--- src/ssd_pkg.sv ---
`timescale 1ns / 1ps
`default_nettype none
// ----------------------------------------------------------------------------
// ssd_pkg
// Shared constants, types and the digit code table for the seven-segment
// number formatter.
// ----------------------------------------------------------------------------
package ssd_pkg;

    localparam int MAX_DIGITS     = 8;
    localparam int C_MAG_W        = 16;
    localparam int C_BCD_DIGITS   = 5;
    localparam int C_BCD_W        = 4 * C_BCD_DIGITS;
    localparam int C_STEP_W       = $clog2(C_MAG_W);
    localparam int C_CNT_W        = 4;
    localparam int C_SEG_W        = 8;
    localparam int C_DOT_W        = 3;
    localparam int C_CFG_IDX_W    = 2;
    localparam int C_CFG_DATA_W   = 8;

    localparam logic [C_CFG_IDX_W-1:0] CFG_DIGIT_COUNT = 2'd0;
    localparam logic [C_CFG_IDX_W-1:0] CFG_MINUS       = 2'd1;
    localparam logic [C_CFG_IDX_W-1:0] CFG_BLANK       = 2'd2;

    localparam logic [C_CNT_W-1:0] C_DIGIT_COUNT_RST = 4'd4;
    localparam logic [C_SEG_W-1:0] C_MINUS_RST       = 8'h40;
    localparam logic [C_SEG_W-1:0] C_BLANK_RST       = 8'h00;
    localparam logic [C_SEG_W-1:0] C_DOT_BIT         = 8'h80;

    typedef logic [3:0] t_nibble;
    typedef logic [C_SEG_W-1:0] t_seg;

    typedef struct packed {
        logic                 neg;
        logic                 left_align;
        logic                 punctuate;
        logic [C_DOT_W-1:0]   dot_position;
    } t_opts;

    function automatic t_seg seg_code(input t_nibble d);
        t_seg c;
        case (d)
            4'd0: c = 8'b00111111;
            4'd1: c = 8'b00000110;
            4'd2: c = 8'b01011011;
            4'd3: c = 8'b01001111;
            4'd4: c = 8'b01100110;
            4'd5: c = 8'b01101101;
            4'd6: c = 8'b01111101;
            4'd7: c = 8'b00000111;
            4'd8: c = 8'b01111111;
            4'd9: c = 8'b01101111;
            default: c = 8'b00000000;
        endcase
        return c;
    endfunction

endpackage
`default_nettype wire

--- src/ssd_if.sv ---
`timescale 1ns / 1ps
`default_nettype none
// ----------------------------------------------------------------------------
// ssd_in_if / ssd_out_if
// Valid-ready channels for input items and result items.
// ----------------------------------------------------------------------------
interface ssd_in_if;
    logic                            valid;
    logic                            ready;
    logic signed [ssd_pkg::C_MAG_W-1:0] value;
    logic                            left_align;
    logic                            punctuate;
    logic [ssd_pkg::C_DOT_W-1:0]     dot_position;

    modport source (output valid, value, left_align, punctuate, dot_position,
                    input ready);
    modport sink   (input valid, value, left_align, punctuate, dot_position,
                    output ready);
endinterface

interface ssd_out_if #(
    parameter int MAX_DIGITS = ssd_pkg::MAX_DIGITS
);
    logic                                     valid;
    logic                                     ready;
    logic [ssd_pkg::C_SEG_W*MAX_DIGITS-1:0]   segments_packed;
    logic                                     fits;

    modport source (output valid, segments_packed, fits, input ready);
    modport sink   (input valid, segments_packed, fits, output ready);
endinterface
`default_nettype wire

--- src/ssd_dabble.sv ---
`timescale 1ns / 1ps
`default_nettype none
// ----------------------------------------------------------------------------
// ssd_dabble
// Shift-and-add-3 binary to BCD converter, one magnitude bit per cycle.
// ----------------------------------------------------------------------------
module ssd_dabble (
    input  wire logic                            i_clk,
    input  wire logic                            i_rst_n,
    input  wire logic                            i_start,
    input  wire logic [ssd_pkg::C_MAG_W-1:0]     i_mag,
    output logic                                 o_done,
    output logic [ssd_pkg::C_BCD_W-1:0]          o_bcd
);

    logic [ssd_pkg::C_MAG_W-1:0]  r_bin;
    logic [ssd_pkg::C_BCD_W-1:0]  r_bcd, n_adj;
    logic [ssd_pkg::C_STEP_W-1:0] r_cnt;
    logic                         r_busy;
    logic                         r_done;

    always_comb begin
        for (int i = 0; i < ssd_pkg::C_BCD_DIGITS; i++) begin
            if (r_bcd[4*i +: 4] >= 4'd5) begin
                n_adj[4*i +: 4] = r_bcd[4*i +: 4] + 4'd3;
            end else begin
                n_adj[4*i +: 4] = r_bcd[4*i +: 4];
            end
        end
    end

    always_ff @(posedge i_clk) begin
        if (!i_rst_n) begin
            r_busy <= 1'b0;
            r_done <= 1'b0;
            r_cnt  <= '0;
        end else begin
            r_done <= 1'b0;
            if (i_start) begin
                r_busy <= 1'b1;
                r_cnt  <= '0;
            end else if (r_busy) begin
                r_cnt <= r_cnt + 1'b1;
                if (r_cnt == ssd_pkg::C_STEP_W'(ssd_pkg::C_MAG_W - 1)) begin
                    r_busy <= 1'b0;
                    r_done <= 1'b1;
                end
            end
        end
    end

    always_ff @(posedge i_clk) begin
        if (i_start) begin
            r_bin <= i_mag;
            r_bcd <= '0;
        end else if (r_busy) begin
            r_bin <= {r_bin[ssd_pkg::C_MAG_W-2:0], 1'b0};
            r_bcd <= {n_adj[ssd_pkg::C_BCD_W-2:0], r_bin[ssd_pkg::C_MAG_W-1]};
        end
    end

    assign o_done = r_done;
    assign o_bcd  = r_bcd;

endmodule
`default_nettype wire

--- src/ssd_format.sv ---
`timescale 1ns / 1ps
`default_nettype none
// ----------------------------------------------------------------------------
// ssd_format
// Places digits, minus sign, dot and blanks into the display positions.
// ----------------------------------------------------------------------------
module ssd_format #(
    parameter int MAX_DIGITS = ssd_pkg::MAX_DIGITS
) (
    input  wire logic [ssd_pkg::C_BCD_W-1:0]            i_bcd,
    input  wire ssd_pkg::t_opts                         i_opts,
    input  wire logic [ssd_pkg::C_CNT_W-1:0]            i_digit_count,
    input  wire ssd_pkg::t_seg                          i_minus,
    input  wire ssd_pkg::t_seg                          i_blank,
    output logic [ssd_pkg::C_SEG_W*MAX_DIGITS-1:0]      o_segments,
    output logic                                        o_fits
);

    logic [ssd_pkg::C_CNT_W-1:0] n_eff;
    logic [ssd_pkg::C_CNT_W-1:0] n_digits;
    logic [ssd_pkg::C_CNT_W-1:0] n_len;

    always_comb begin
        if (i_digit_count > ssd_pkg::C_CNT_W'(MAX_DIGITS)) begin
            n_eff = ssd_pkg::C_CNT_W'(MAX_DIGITS);
        end else begin
            n_eff = i_digit_count;
        end
        n_digits = 4'd1;
        for (int i = 1; i < ssd_pkg::C_BCD_DIGITS; i++) begin
            if (i_bcd[4*i +: 4] != 4'd0) begin
                n_digits = ssd_pkg::C_CNT_W'(i + 1);
            end
        end
        n_len  = n_digits + ssd_pkg::C_CNT_W'(i_opts.neg);
        o_fits = (n_eff != '0) && (n_len <= n_eff);
    end

    for (genvar k = 0; k < MAX_DIGITS; k++) begin : g_lane
        logic [ssd_pkg::C_CNT_W-1:0] n_pos;
        logic [ssd_pkg::C_CNT_W-1:0] n_j;
        logic                        n_on_text;
        ssd_pkg::t_seg               n_char;

        always_comb begin
            n_pos = ssd_pkg::C_CNT_W'(k);
            if (i_opts.left_align) begin
                n_on_text = n_pos < n_len;
                n_j       = n_len - 1'b1 - n_pos;
            end else begin
                n_on_text = (n_pos < n_eff) && (n_pos + n_len >= n_eff);
                n_j       = n_eff - 1'b1 - n_pos;
            end
            if (n_j < n_digits) begin
                n_char = ssd_pkg::seg_code(i_bcd[4*n_j[2:0] +: 4]);
            end else begin
                n_char = i_minus;
            end
            if (i_opts.punctuate && (n_j == ssd_pkg::C_CNT_W'(i_opts.dot_position))) begin
                n_char = n_char | ssd_pkg::C_DOT_BIT;
            end
            if (!o_fits || (n_pos >= n_eff)) begin
                o_segments[ssd_pkg::C_SEG_W*k +: ssd_pkg::C_SEG_W] = '0;
            end else if (n_on_text) begin
                o_segments[ssd_pkg::C_SEG_W*k +: ssd_pkg::C_SEG_W] = n_char;
            end else begin
                o_segments[ssd_pkg::C_SEG_W*k +: ssd_pkg::C_SEG_W] = i_blank;
            end
        end
    end

endmodule
`default_nettype wire

--- src/signed_number_to_seven_segment_top.sv ---
`timescale 1ns / 1ps
`default_nettype none
// ----------------------------------------------------------------------------
// signed_number_to_seven_segment_top
// Formats a signed 16-bit number as seven-segment codes.
// ----------------------------------------------------------------------------
// Steps: an accepted item starts 16 converter steps of one magnitude bit each;
// the registered done flag hands over the digits, the formatting state loads the
// result register, and only then does the input open again, so no new item is
// taken before the last is through; a stalled result holds the formatting step.
// Reset (synchronous, active low) restores the register defaults and empties
// the result register.
module signed_number_to_seven_segment_top #(
    parameter int MAX_DIGITS = ssd_pkg::MAX_DIGITS
) (
    input  wire logic                                 i_clk,
    input  wire logic                                 i_rst_n,
    input  wire logic                                 i_cfg_we,
    input  wire logic [ssd_pkg::C_CFG_IDX_W-1:0]      i_cfg_index,
    input  wire logic [ssd_pkg::C_CFG_DATA_W-1:0]     i_cfg_data,
    ssd_in_if.sink                                    i_item,
    ssd_out_if.source                                 o_result
);

    localparam logic [1:0] S_IDLE = 2'd0;
    localparam logic [1:0] S_CONV = 2'd1;
    localparam logic [1:0] S_FMT  = 2'd2;

    logic [1:0]                              r_state;
    logic [ssd_pkg::C_CNT_W-1:0]             r_digit_count;
    ssd_pkg::t_seg                           r_minus;
    ssd_pkg::t_seg                           r_blank;
    ssd_pkg::t_opts                          r_opts;
    logic                                    r_out_valid;
    logic [ssd_pkg::C_SEG_W*MAX_DIGITS-1:0]  r_out_seg;
    logic                                    r_out_fits;

    logic                                    n_accept;
    logic [ssd_pkg::C_MAG_W-1:0]             n_mag;
    logic                                    n_done;
    logic [ssd_pkg::C_BCD_W-1:0]             n_bcd;
    logic [ssd_pkg::C_SEG_W*MAX_DIGITS-1:0]  n_seg;
    logic                                    n_fits;
    logic                                    n_load;

    assign i_item.ready = (r_state == S_IDLE);
    assign n_accept     = i_item.valid && i_item.ready;
    assign n_mag        = i_item.value[ssd_pkg::C_MAG_W-1] ?
                          (~i_item.value + 1'b1) : i_item.value;
    assign n_load       = (r_state == S_FMT) && (!r_out_valid || o_result.ready);

    always_ff @(posedge i_clk) begin
        if (!i_rst_n) begin
            r_digit_count <= ssd_pkg::C_DIGIT_COUNT_RST;
            r_minus       <= ssd_pkg::C_MINUS_RST;
            r_blank       <= ssd_pkg::C_BLANK_RST;
        end else if (i_cfg_we) begin
            case (i_cfg_index)
                ssd_pkg::CFG_DIGIT_COUNT: r_digit_count <= i_cfg_data[ssd_pkg::C_CNT_W-1:0];
                ssd_pkg::CFG_MINUS:       r_minus       <= i_cfg_data;
                ssd_pkg::CFG_BLANK:       r_blank       <= i_cfg_data;
                default: ;
            endcase
        end
    end

    always_ff @(posedge i_clk) begin
        if (!i_rst_n) begin
            r_state     <= S_IDLE;
            r_out_valid <= 1'b0;
        end else begin
            if (n_load) begin
                r_out_valid <= 1'b1;
            end else if (o_result.ready) begin
                r_out_valid <= 1'b0;
            end
            case (r_state)
                S_IDLE: begin
                    if (n_accept) begin
                        r_state <= S_CONV;
                    end
                end
                S_CONV: begin
                    if (n_done) begin
                        r_state <= S_FMT;
                    end
                end
                S_FMT: begin
                    if (n_load) begin
                        r_state <= S_IDLE;
                    end
                end
                default: r_state <= S_IDLE;
            endcase
        end
    end

    always_ff @(posedge i_clk) begin
        if (n_accept) begin
            r_opts.neg          <= i_item.value[ssd_pkg::C_MAG_W-1];
            r_opts.left_align   <= i_item.left_align;
            r_opts.punctuate    <= i_item.punctuate;
            r_opts.dot_position <= i_item.dot_position;
        end
        if (n_load) begin
            r_out_seg  <= n_seg;
            r_out_fits <= n_fits;
        end
    end

    ssd_dabble u_dabble (
        .i_clk   (i_clk),
        .i_rst_n (i_rst_n),
        .i_start (n_accept),
        .i_mag   (n_mag),
        .o_done  (n_done),
        .o_bcd   (n_bcd)
    );

    ssd_format #(
        .MAX_DIGITS (MAX_DIGITS)
    ) u_format (
        .i_bcd         (n_bcd),
        .i_opts        (r_opts),
        .i_digit_count (r_digit_count),
        .i_minus       (r_minus),
        .i_blank       (r_blank),
        .o_segments    (n_seg),
        .o_fits        (n_fits)
    );

    assign o_result.valid           = r_out_valid;
    assign o_result.segments_packed = r_out_seg;
    assign o_result.fits            = r_out_fits;

endmodule
`default_nettype wire

--- src/flat_wrapper.sv ---
// flat-port wrapper written by rule: the top's interface ports become plain ports
module signed_number_to_seven_segment_top_flat 
#(
    parameter int MAX_DIGITS = ssd_pkg::MAX_DIGITS
)
  (i_clk, i_rst_n, i_cfg_we, i_cfg_index, i_cfg_data, i_item_valid, i_item_value, i_item_left_align, i_item_punctuate, i_item_dot_position, i_item_ready, o_result_valid, o_result_segments_packed, o_result_fits, o_result_ready);
  ssd_in_if i_item_i ();
  ssd_out_if #(.MAX_DIGITS(MAX_DIGITS)) o_result_i ();
  input  wire logic i_clk;
  input  wire logic i_rst_n;
  input  wire logic i_cfg_we;
  input  wire logic [ssd_pkg::C_CFG_IDX_W-1:0] i_cfg_index;
  input  wire logic [ssd_pkg::C_CFG_DATA_W-1:0] i_cfg_data;
  input wire logic [$bits(i_item_i.valid)-1:0] i_item_valid;
  input wire logic [$bits(i_item_i.value)-1:0] i_item_value;
  input wire logic [$bits(i_item_i.left_align)-1:0] i_item_left_align;
  input wire logic [$bits(i_item_i.punctuate)-1:0] i_item_punctuate;
  input wire logic [$bits(i_item_i.dot_position)-1:0] i_item_dot_position;
  output wire logic [$bits(i_item_i.ready)-1:0] i_item_ready;
  output wire logic [$bits(o_result_i.valid)-1:0] o_result_valid;
  output wire logic [$bits(o_result_i.segments_packed)-1:0] o_result_segments_packed;
  output wire logic [$bits(o_result_i.fits)-1:0] o_result_fits;
  input wire logic [$bits(o_result_i.ready)-1:0] o_result_ready;
  assign i_item_i.valid = i_item_valid;
  assign i_item_i.value = i_item_value;
  assign i_item_i.left_align = i_item_left_align;
  assign i_item_i.punctuate = i_item_punctuate;
  assign i_item_i.dot_position = i_item_dot_position;
  assign i_item_ready = i_item_i.ready;
  assign o_result_valid = o_result_i.valid;
  assign o_result_segments_packed = o_result_i.segments_packed;
  assign o_result_fits = o_result_i.fits;
  assign o_result_i.ready = o_result_ready;
  signed_number_to_seven_segment_top #(.MAX_DIGITS(MAX_DIGITS)) u_core (.i_clk(i_clk), .i_rst_n(i_rst_n), .i_cfg_we(i_cfg_we), .i_cfg_index(i_cfg_index), .i_cfg_data(i_cfg_data), .i_item(i_item_i), .o_result(o_result_i));
endmodule
--- config.mk ---
export PLATFORM = sky130hd
export DESIGN_NAME = signed_number_to_seven_segment_top_flat
export DESIGN_NICKNAME = d
export VERILOG_FILES = /design/src/ssd_pkg.sv /design/src/ssd_if.sv /design/src/ssd_dabble.sv /design/src/ssd_format.sv /design/src/signed_number_to_seven_segment_top.sv /design/src/flat_wrapper.sv
export SDC_FILE = /design/constraint.sdc
export NUM_CORES = 1
export LEC_CHECK = 0
export ABC_AREA = 0
export BUFFER_PORTS_ARGS = -buffer_cell sky130_fd_sc_hd__buf_2
export CAP_MARGIN = 10
export CORE_MARGIN = 4
export CORE_UTILIZATION = 50
export CTS_CLUSTER_SIZE = 16
export DETAILED_ROUTE_END_ITERATION = 10
export PLACE_DENSITY = 0.73
export SLEW_MARGIN = 15
export SYNTH_ARGS = -nofsm -noshare
export SYNTH_HDL_FRONTEND = slang
export SYNTH_SLANG_ARGS = --single-unit
--- constraint.sdc ---
create_clock -name i_clk -period 8.94 [get_ports i_clk]
set_input_delay 1.341 -clock i_clk [delete_from_list [all_inputs] [get_ports i_clk]]
set_output_delay 1.341 -clock i_clk [all_outputs]
set_load 0.01 [all_outputs]
==> results of run 1 <==
-- cells by family (layout without fill, tap and decap cells) --
group           count (synthesis)  in the layout  synth area share (%)
simple gates                  402            402                  17.1
compound gates                373            373                  22.8
buf+inv                       140            210                  5.46
flops                         136            136                  31.7
fa+ha+maj                     103            103                  11.4
mux                            74             74                  8.06
xor+xnor                       43             43                  3.49
other cells                     2              2                0.0662
-- how the worst min path moves through the flow --
stage	start	endpoint	slack, ps
6_report	u_core.u_dabble.r_cnt[3]	u_core.u_dabble.o_done	470
2_1_floorplan	u_core.u_dabble.r_cnt[3]	u_core.u_dabble.o_done	440
5_1_grt	u_core.u_dabble.r_cnt[3]	u_core.u_dabble.o_done	490
4_1_cts	u_core.u_dabble.r_cnt[3]	u_core.u_dabble.o_done	470
3_3_place_gp	u_core.u_dabble.r_cnt[3]	u_core.u_dabble.o_done	460
3_5_place_dp	u_core.u_dabble.r_cnt[3]	u_core.u_dabble.o_done	460
-- per-layer routing --
| metal | vias to the layer above | global-route usage (%) | wire (µm) |
|---|---|---|---|
| met4 | 0 | 13.1 | 1510 |
| met3 | 104 | 4.46 | 3040 |
| met2 | 555 | 42.8 | 15400 |
| met1 | 4800 | 36.7 | 14200 |
| met5 | - | 0 | 0 |
| li1 | 4797 | - | - |
-- cell usage in the layout, fill, tap and decap left out, drive strengths merged, types with 15 or more instances in the layout --
| master | n |
|---|---|
| a21o | 19 |
| a21oi | 91 |
| buf | 109 |
| clkbuf | 19 |
| dfxtp | 49 |
| edfxtp | 87 |
| ha | 103 |
| inv | 78 |
| mux2i | 59 |
| nand2 | 133 |
| nand2b | 30 |
| nand3 | 26 |
| nor2 | 97 |
| nor2b | 27 |
| nor3 | 27 |
| o21a | 15 |
| o21ai | 87 |
| xnor2 | 22 |
| xor2 | 21 |
-- stage by stage --
step           utilization (%)  power, µW  hold slack (ps)  instance area, µm²
2_1_floorplan                -       1020              439               11300
3_3_place_gp              53.9       1100              461               11900
3_5_place_dp              53.9       1110              462               11900
4_1_cts                   56.7       1840              471               12500
5_1_grt                   56.7       1910              491               12500
6_report                  56.7       1850              469               12500
-- cell usage after synthesis, drive strengths merged, types with 6 or more instances --
master / instances / area (µm²)
a2111oi: 13 / 200
a211oi: 13 / 108
a21o: 19 / 143
a21oi: 91 / 459
a22oi: 6 / 50.1
a31oi: 14 / 87.6
and2: 9 / 56.3
and3: 6 / 37.5
buf: 29 / 196
clkbuf: 42 / 159
dfxtp: 49 / 981
edfxtp: 87 / 2610
ha: 103 / 1290
inv: 68 / 260
mux2i: 59 / 632
mux4: 10 / 225
nand2: 133 / 509
nand2b: 30 / 190
nand3: 26 / 130
nand4: 11 / 68.8
nor2: 97 / 364
nor2b: 27 / 169
nor3: 27 / 146
nor3b: 7 / 52.6
o211ai: 10 / 80.1
o21a: 15 / 113
o21ai: 87 / 443
o221ai: 12 / 111
o22ai: 13 / 81.3
o31ai: 14 / 105
o32ai: 7 / 61.3
xnor2: 22 / 211
xor2: 21 / 184
-- power by group through the flow --
stage | sequential (µW) | clock (µW) | combinational [µW]
2_1_floorplan | 708 | 0 | 307
3_3_place_gp | 724 | 0 | 378
3_5_place_dp | 725 | 0 | 385
4_1_cts | 711 | 743 | 389
5_1_grt | 713 | 768 | 434
6_report | 712 | 737 | 396
-- sequential cells by signal, summed over array words and instances (netlist names), 2 cells and up --
register and count:
u_core.r_blank 8, u_core.u_dabble.r_bin 16, u_core.u_dabble.r_cnt 4, u_core.u_dabble.o_bcd 20, u_core.r_minus 8, u_core.r_digit_count 4, u_core.o_result.segments_packed 64, u_core.r_opts 6
u_core.r_state 2
-- cell type report --
| class | count | area [µm²] |
|---|---|---|
| clock inverter | 13 | 134 |
| inverter | 69 | 264 |
| clock buffer | 19 | 475 |
| fill | 1998 | 9580 |
| tap | 280 | 350 |
| sequential | 136 | 3590 |
| multi-input combinational | 997 | 7140 |
| timing repair buffer | 109 | 563 |
-- critical path: cells and delay by family (launching register included) --
family / cells / cell delay (ps)
buf+inv: 5 / 990
simple gates: 5 / 2170
mux: 1 / 190
fa+ha+maj: 5 / 1600
flops: 1 / 400
compound gates: 4 / 1520
==> impl_metrics.py, run 1 <==
metrics = {
    "pwr": {
        "sw_frac_of_total_pct": 33.0,
        "p_switching_uw": 608,
        "p_seq_share_pct": 38.6,
        "vdd_ir_drop_max_mv": 0.134,
        "power_density_mw_per_mm2": 147,
        "p_int_uw": 1240,
        "p_leak_uw": 0.00505,
        "comb_power_share_pct": 21.5,
        "clockPowerShare_pct": 39.9,
    },
    "cells_and_area": {
        "diodes": 0,
        "area_growth_syn_to_layout_pct": 10.4,
        "drive_gt1_share_pct": 14.3,
        "final_nets": 1469,
        "instances_no_fill": 1623,
    },
    "floorplan": {
        "start_util_pct": 51.3,
        "fp.dieH_um": 159,
        "core_mm2": 0.0221,
        "io_pins": 103,
        "rows": 54,
        "die_w_um": 159,
        "die-area_mm2": 0.0252,
    },
    "synthesis": {
        "syn_area_mm2": 0.0113,
        "synth-async-reset-ratio_pct": 0,
        "synthFlopType": "edfxtp_1",
        "syn_inst": 1273,
        "synth_nets": 1412,
        "synth-seq-cells": 136,
        "synth_seq_area_share_pct": 31.7,
        "synth_cell_type_count": 96,
        "synth_edf_count": 87,
        "syn_avg_cell_area_um2": 8.91,
        "yosys_warnings": 0,
    },
    "clock_network": {
        "clkTransAtPathRegs_ps": 70,
        "clk_path_buf_depth": 2,
        "cts_tree": "done",
        "cts-hold-fix-buffers": 0,
        "post_cts_resized": 0,
        "htreeDepth": 4,
        "post_cts_buffers": 0,
        "clkLatencyLatePin_ps": 440,
        "cts_root_buf": "clkbuf_16",
        "clock_sinks": 136,
        "cts_made_buffers": 17,
    },
    "setup_path": {
        "crit_path_start_kind": "flop",
        "cp_max_fo": 20,
        "startpoint": "u_core.u_dabble.o_bcd[17]",
        "rr_worst_depth": 20,
        "crit_arrival_ps": 7290,
        "crit_path_cell_trace": "inv_1 > ha_1 > or3b_1 > nor2_1 > o21ai_0 > inv_1 > ha_1 > inv_1 > ha_1 > mux2i_1 > buf_4 > ha_1 > nor3_1 > nand2_1 > o21ai_0 > inv_1 > ha_1 > nand2b_1 > a21oi_1 > a2111oi_0",
        "crit_path_end_kind": "flop",
        "worst-setup-path-type": "reg -> reg",
        "r2r_start": "u_core.u_dabble.o_bcd[17]",
        "r2r-end": "u_core.o_result.segments_packed[24]",
        "cp_common_cell": "ha_1",
        "cp_slowest_cell": "nor3_1",
        "rrSetupSlack_ps": 1830,
        "cp-endpoint": "u_core.o_result.segments_packed[24]",
        "critPathMaxStageDelay_ps": 730,
        "cp_data_required_time_ps": 9110,
    },
    "grt": {
        "antenna_found_initial": 0,
        "grt_pass1_vias": 9518,
        "grt_max_degree": 66,
        "grt_overflow": 0,
        "grt_first_pass_wirelength_um": 53200,
        "grt_use_total_pct": 27.3,
    },
    "routing": {
        "drt-pass1-iter-count": 5,
        "routed_wl_um": 34200,
        "via_count": 10300,
        "drc": 0,
        "ant_nets": 0,
        "vias_per_cell": 6.32,
        "wire_per_inst_um": 21.1,
        "drt_iter0_drc": 954,
    },
    "sta": {
        "final.setup.tns_ps": 0,
        "timing.final.ws_setup_ps": 1830,
        "skew_ps": 14.8,
        "fmaxAchievable_mhz": 141,
        "fin_crit_sh_pct": 79.6,
        "tightest_slew_ps": 1110,
        "rsz0062_at_grt": "no",
        "final_max_slew_viol_count": 0,
        "fin_crit_ps": 7110,
        "setup_violations": 0,
        "relSlewSlack_pct": 25.6,
        "hold_viol_final": 0,
    },
    "placed_design": {
        "dp_slack_ps": 2050,
        "gp_congestion": 1.05,
        "dp_hpwl_um": 25300,
        "io_buffers": 102,
        "placed_cells": 1591,
    },
    "run": {
        "cap_violations": 0,
    },
    "outcome": {
        "status": "complete, no violations",
    },
    "hold_path": {
        "hold_class": "reg -> reg",
        "min_path_cells": 2,
    },
}
(Power assumes the default switching activity.)
==> inputs of run 2 (changes only) <==
Settings changed: PLACE_DENSITY 0.73 to 0.76.
Clock period 8.94 ns to 6.5 ns, I/O delays scaled along.
==> impl_metrics.py, run 2 (synthesis results as in run 1) <==
metrics = {
    "sta": {
        "final.setup.tns_ps": 0,
        "fin_crit_sh_pct": 93.1,
        "fmaxAchievable_mhz": 165,
        "final_max_slew_viol_count": 0,
        "rsz0062_at_grt": "no",
        "setup_violations": 0,
        "relSlewSlack_pct": 18.6,
        "tightest_slew_ps": 1220,
        "hold_viol_final": 0,
        "skew_ps": 13.9,
        "fin_crit_ps": 6050,
    },
    "run": {
        "cap_violations": 0,
    },
    "setup_path": {
        "critPathMaxStageDelay_ps": 660,
        "cp_data_required_time_ps": 6750,
        "cp_slowest_cell": "o21ai_0",
        "crit_path_start_kind": "flop",
        "crit_arrival_ps": 6300,
        "rr_worst_depth": 19,
        "worst-setup-path-type": "reg -> reg",
        "r2r-end": "u_core.o_result.segments_packed[22]",
        "rrSetupSlack_ps": 450,
        "r2r_start": "u_core.u_dabble.o_bcd[5]",
        "cp_common_cell": "inv_1",
        "crit_path_cell_trace": "inv_1 > ha_1 > or3b_1 > o21ai_0 > inv_1 > ha_1 > inv_1 > ha_1 > mux2i_1 > buf_4 > inv_1 > nand4_1 > o221ai_1 > mux2i_1 > inv_1 > ha_1 > o31ai_1 > a21oi_1 > o32ai_1",
        "cp_max_fo": 15,
        "crit_path_end_kind": "flop",
    },
    "clock_network": {
        "clkTransAtPathRegs_ps": 70,
        "cts-hold-fix-buffers": 0,
        "cts_root_buf": "clkbuf_16",
        "post_cts_buffers": 0,
        "clock_sinks": 136,
        "post_cts_resized": 0,
        "clkLatencyLatePin_ps": 440,
        "htreeDepth": 4,
        "cts_made_buffers": 17,
        "cts_tree": "done",
        "clk_path_buf_depth": 2,
    },
    "floorplan": {
        "io_pins": 103,
        "core_mm2": 0.0221,
        "die-area_mm2": 0.0252,
        "start_util_pct": 51.3,
        "rows": 54,
        "die_w_um": 159,
        "fp.dieH_um": 159,
    },
    "pwr": {
        "power_density_mw_per_mm2": 202,
        "vdd_ir_drop_max_mv": 0.164,
        "p_leak_uw": 0.00507,
    },
    "routing": {
        "ant_nets": 0,
        "drt_iter0_drc": 927,
        "wire_per_inst_um": 20.8,
        "vias_per_cell": 6.17,
        "via_count": 10100,
        "routed_wl_um": 33900,
        "drt-pass1-iter-count": 7,
        "drc": 0,
    },
    "cells_and_area": {
        "diodes": 0,
        "fin_area_mm2": 0.0125,
        "layout_commonest_cell": "nand2_1",
        "largest_register_ff_count": 64,
        "area_growth_syn_to_layout_pct": 10.6,
        "final_nets": 1474,
        "layout_common_cells": "nand2_1, ha_1, buf_2, nor2_1, a21oi_1",
        "instances_no_fill": 1628,
        "drive_gt1_share_pct": 14.6,
    },
    "grt": {
        "grt_pass1_vias": 9301,
        "grt_max_degree": 66,
        "antenna_found_initial": 0,
        "grt_first_pass_wirelength_um": 52500,
        "grt_use_total_pct": 26.9,
        "grt_overflow": 0,
    },
    "hold_path": {
        "hold_end": "u_core.u_dabble.o_done",
        "hold_class": "reg -> reg",
        "min_path_cells": 2,
        "hold_path_startpoint": "u_core.u_dabble.r_cnt[3]",
    },
    "placed_design": {
        "placed_cells": 1596,
        "placed_cell_area_mm2": 0.0119,
        "dp_hpwl_um": 25400,
        "io_buffers": 102,
        "gp_congestion": 1.02,
    },
    "outcome": {
        "status": "complete, no violations",
    },
}
[run 2: cell count changes in the layout (fill, tap and decap cells not counted), sizes merged]
cell    previous run  this run
inv               78        79
buf              109       114
clkbuf            19        18
[run 2: layer usage]
layer	GRT usage, %	routed length, µm
met1	37.3	14700
met2	41.7	15000
met3	4.48	2720
met4	11.4	1540
met5	0	0
[run 2: power breakdown]
part | internal, µW | switching, µW
clock network | 536 | 468
logic | 200 | 347
registers | 947 | 31.6
[run 2: cell type report]
| class | instances | area, µm² |
|---|---|---|
| clock buffers | 18 | 450 |
| clock inverters | 14 | 143 |
| fillers | 1967 | 9550 |
| inverters | 69 | 264 |
| multi-input cells | 997 | 7140 |
| flip-flops and latches | 136 | 3590 |
| well taps | 280 | 350 |
| repair buffers | 114 | 601 |
[run 2: how the worst max path moves through the flow]
stage | from | end
floorplan | u_core.u_dabble.o_bcd[17] | u_core.o_result.segments_packed[30]
global placement | u_core.u_dabble.o_bcd[5] | u_core.o_result.segments_packed[54]
detailed placement | u_core.u_dabble.o_bcd[17] | u_core.o_result.segments_packed[54]
CTS | u_core.u_dabble.o_bcd[17] | u_core.o_result.segments_packed[54]
global route | u_core.u_dabble.o_bcd[17] | u_core.o_result.segments_packed[54]
finish | u_core.u_dabble.o_bcd[5] | u_core.o_result.segments_packed[22]
[run 2: worst max-delay path, delay by kind of cell (launching register included)]
family          cells  cell delay (ps)
compound gates      5             1570
fa+ha+maj           4             1190
buf+inv             6             1280
flops               1              380
mux                 2              840
simple gates        2              580
[run 2: through the flow]
step	power [µW]	setup slack, ps	hold slack, ps	utilization (%)
global placement	1520	861	466	54.1
floorplan	1400	615	439	-
CTS	2520	563	490	56.8
detailed placement	1530	644	466	54.1
global route	2620	35.1	527	56.8
finish	2530	451	488	56.8
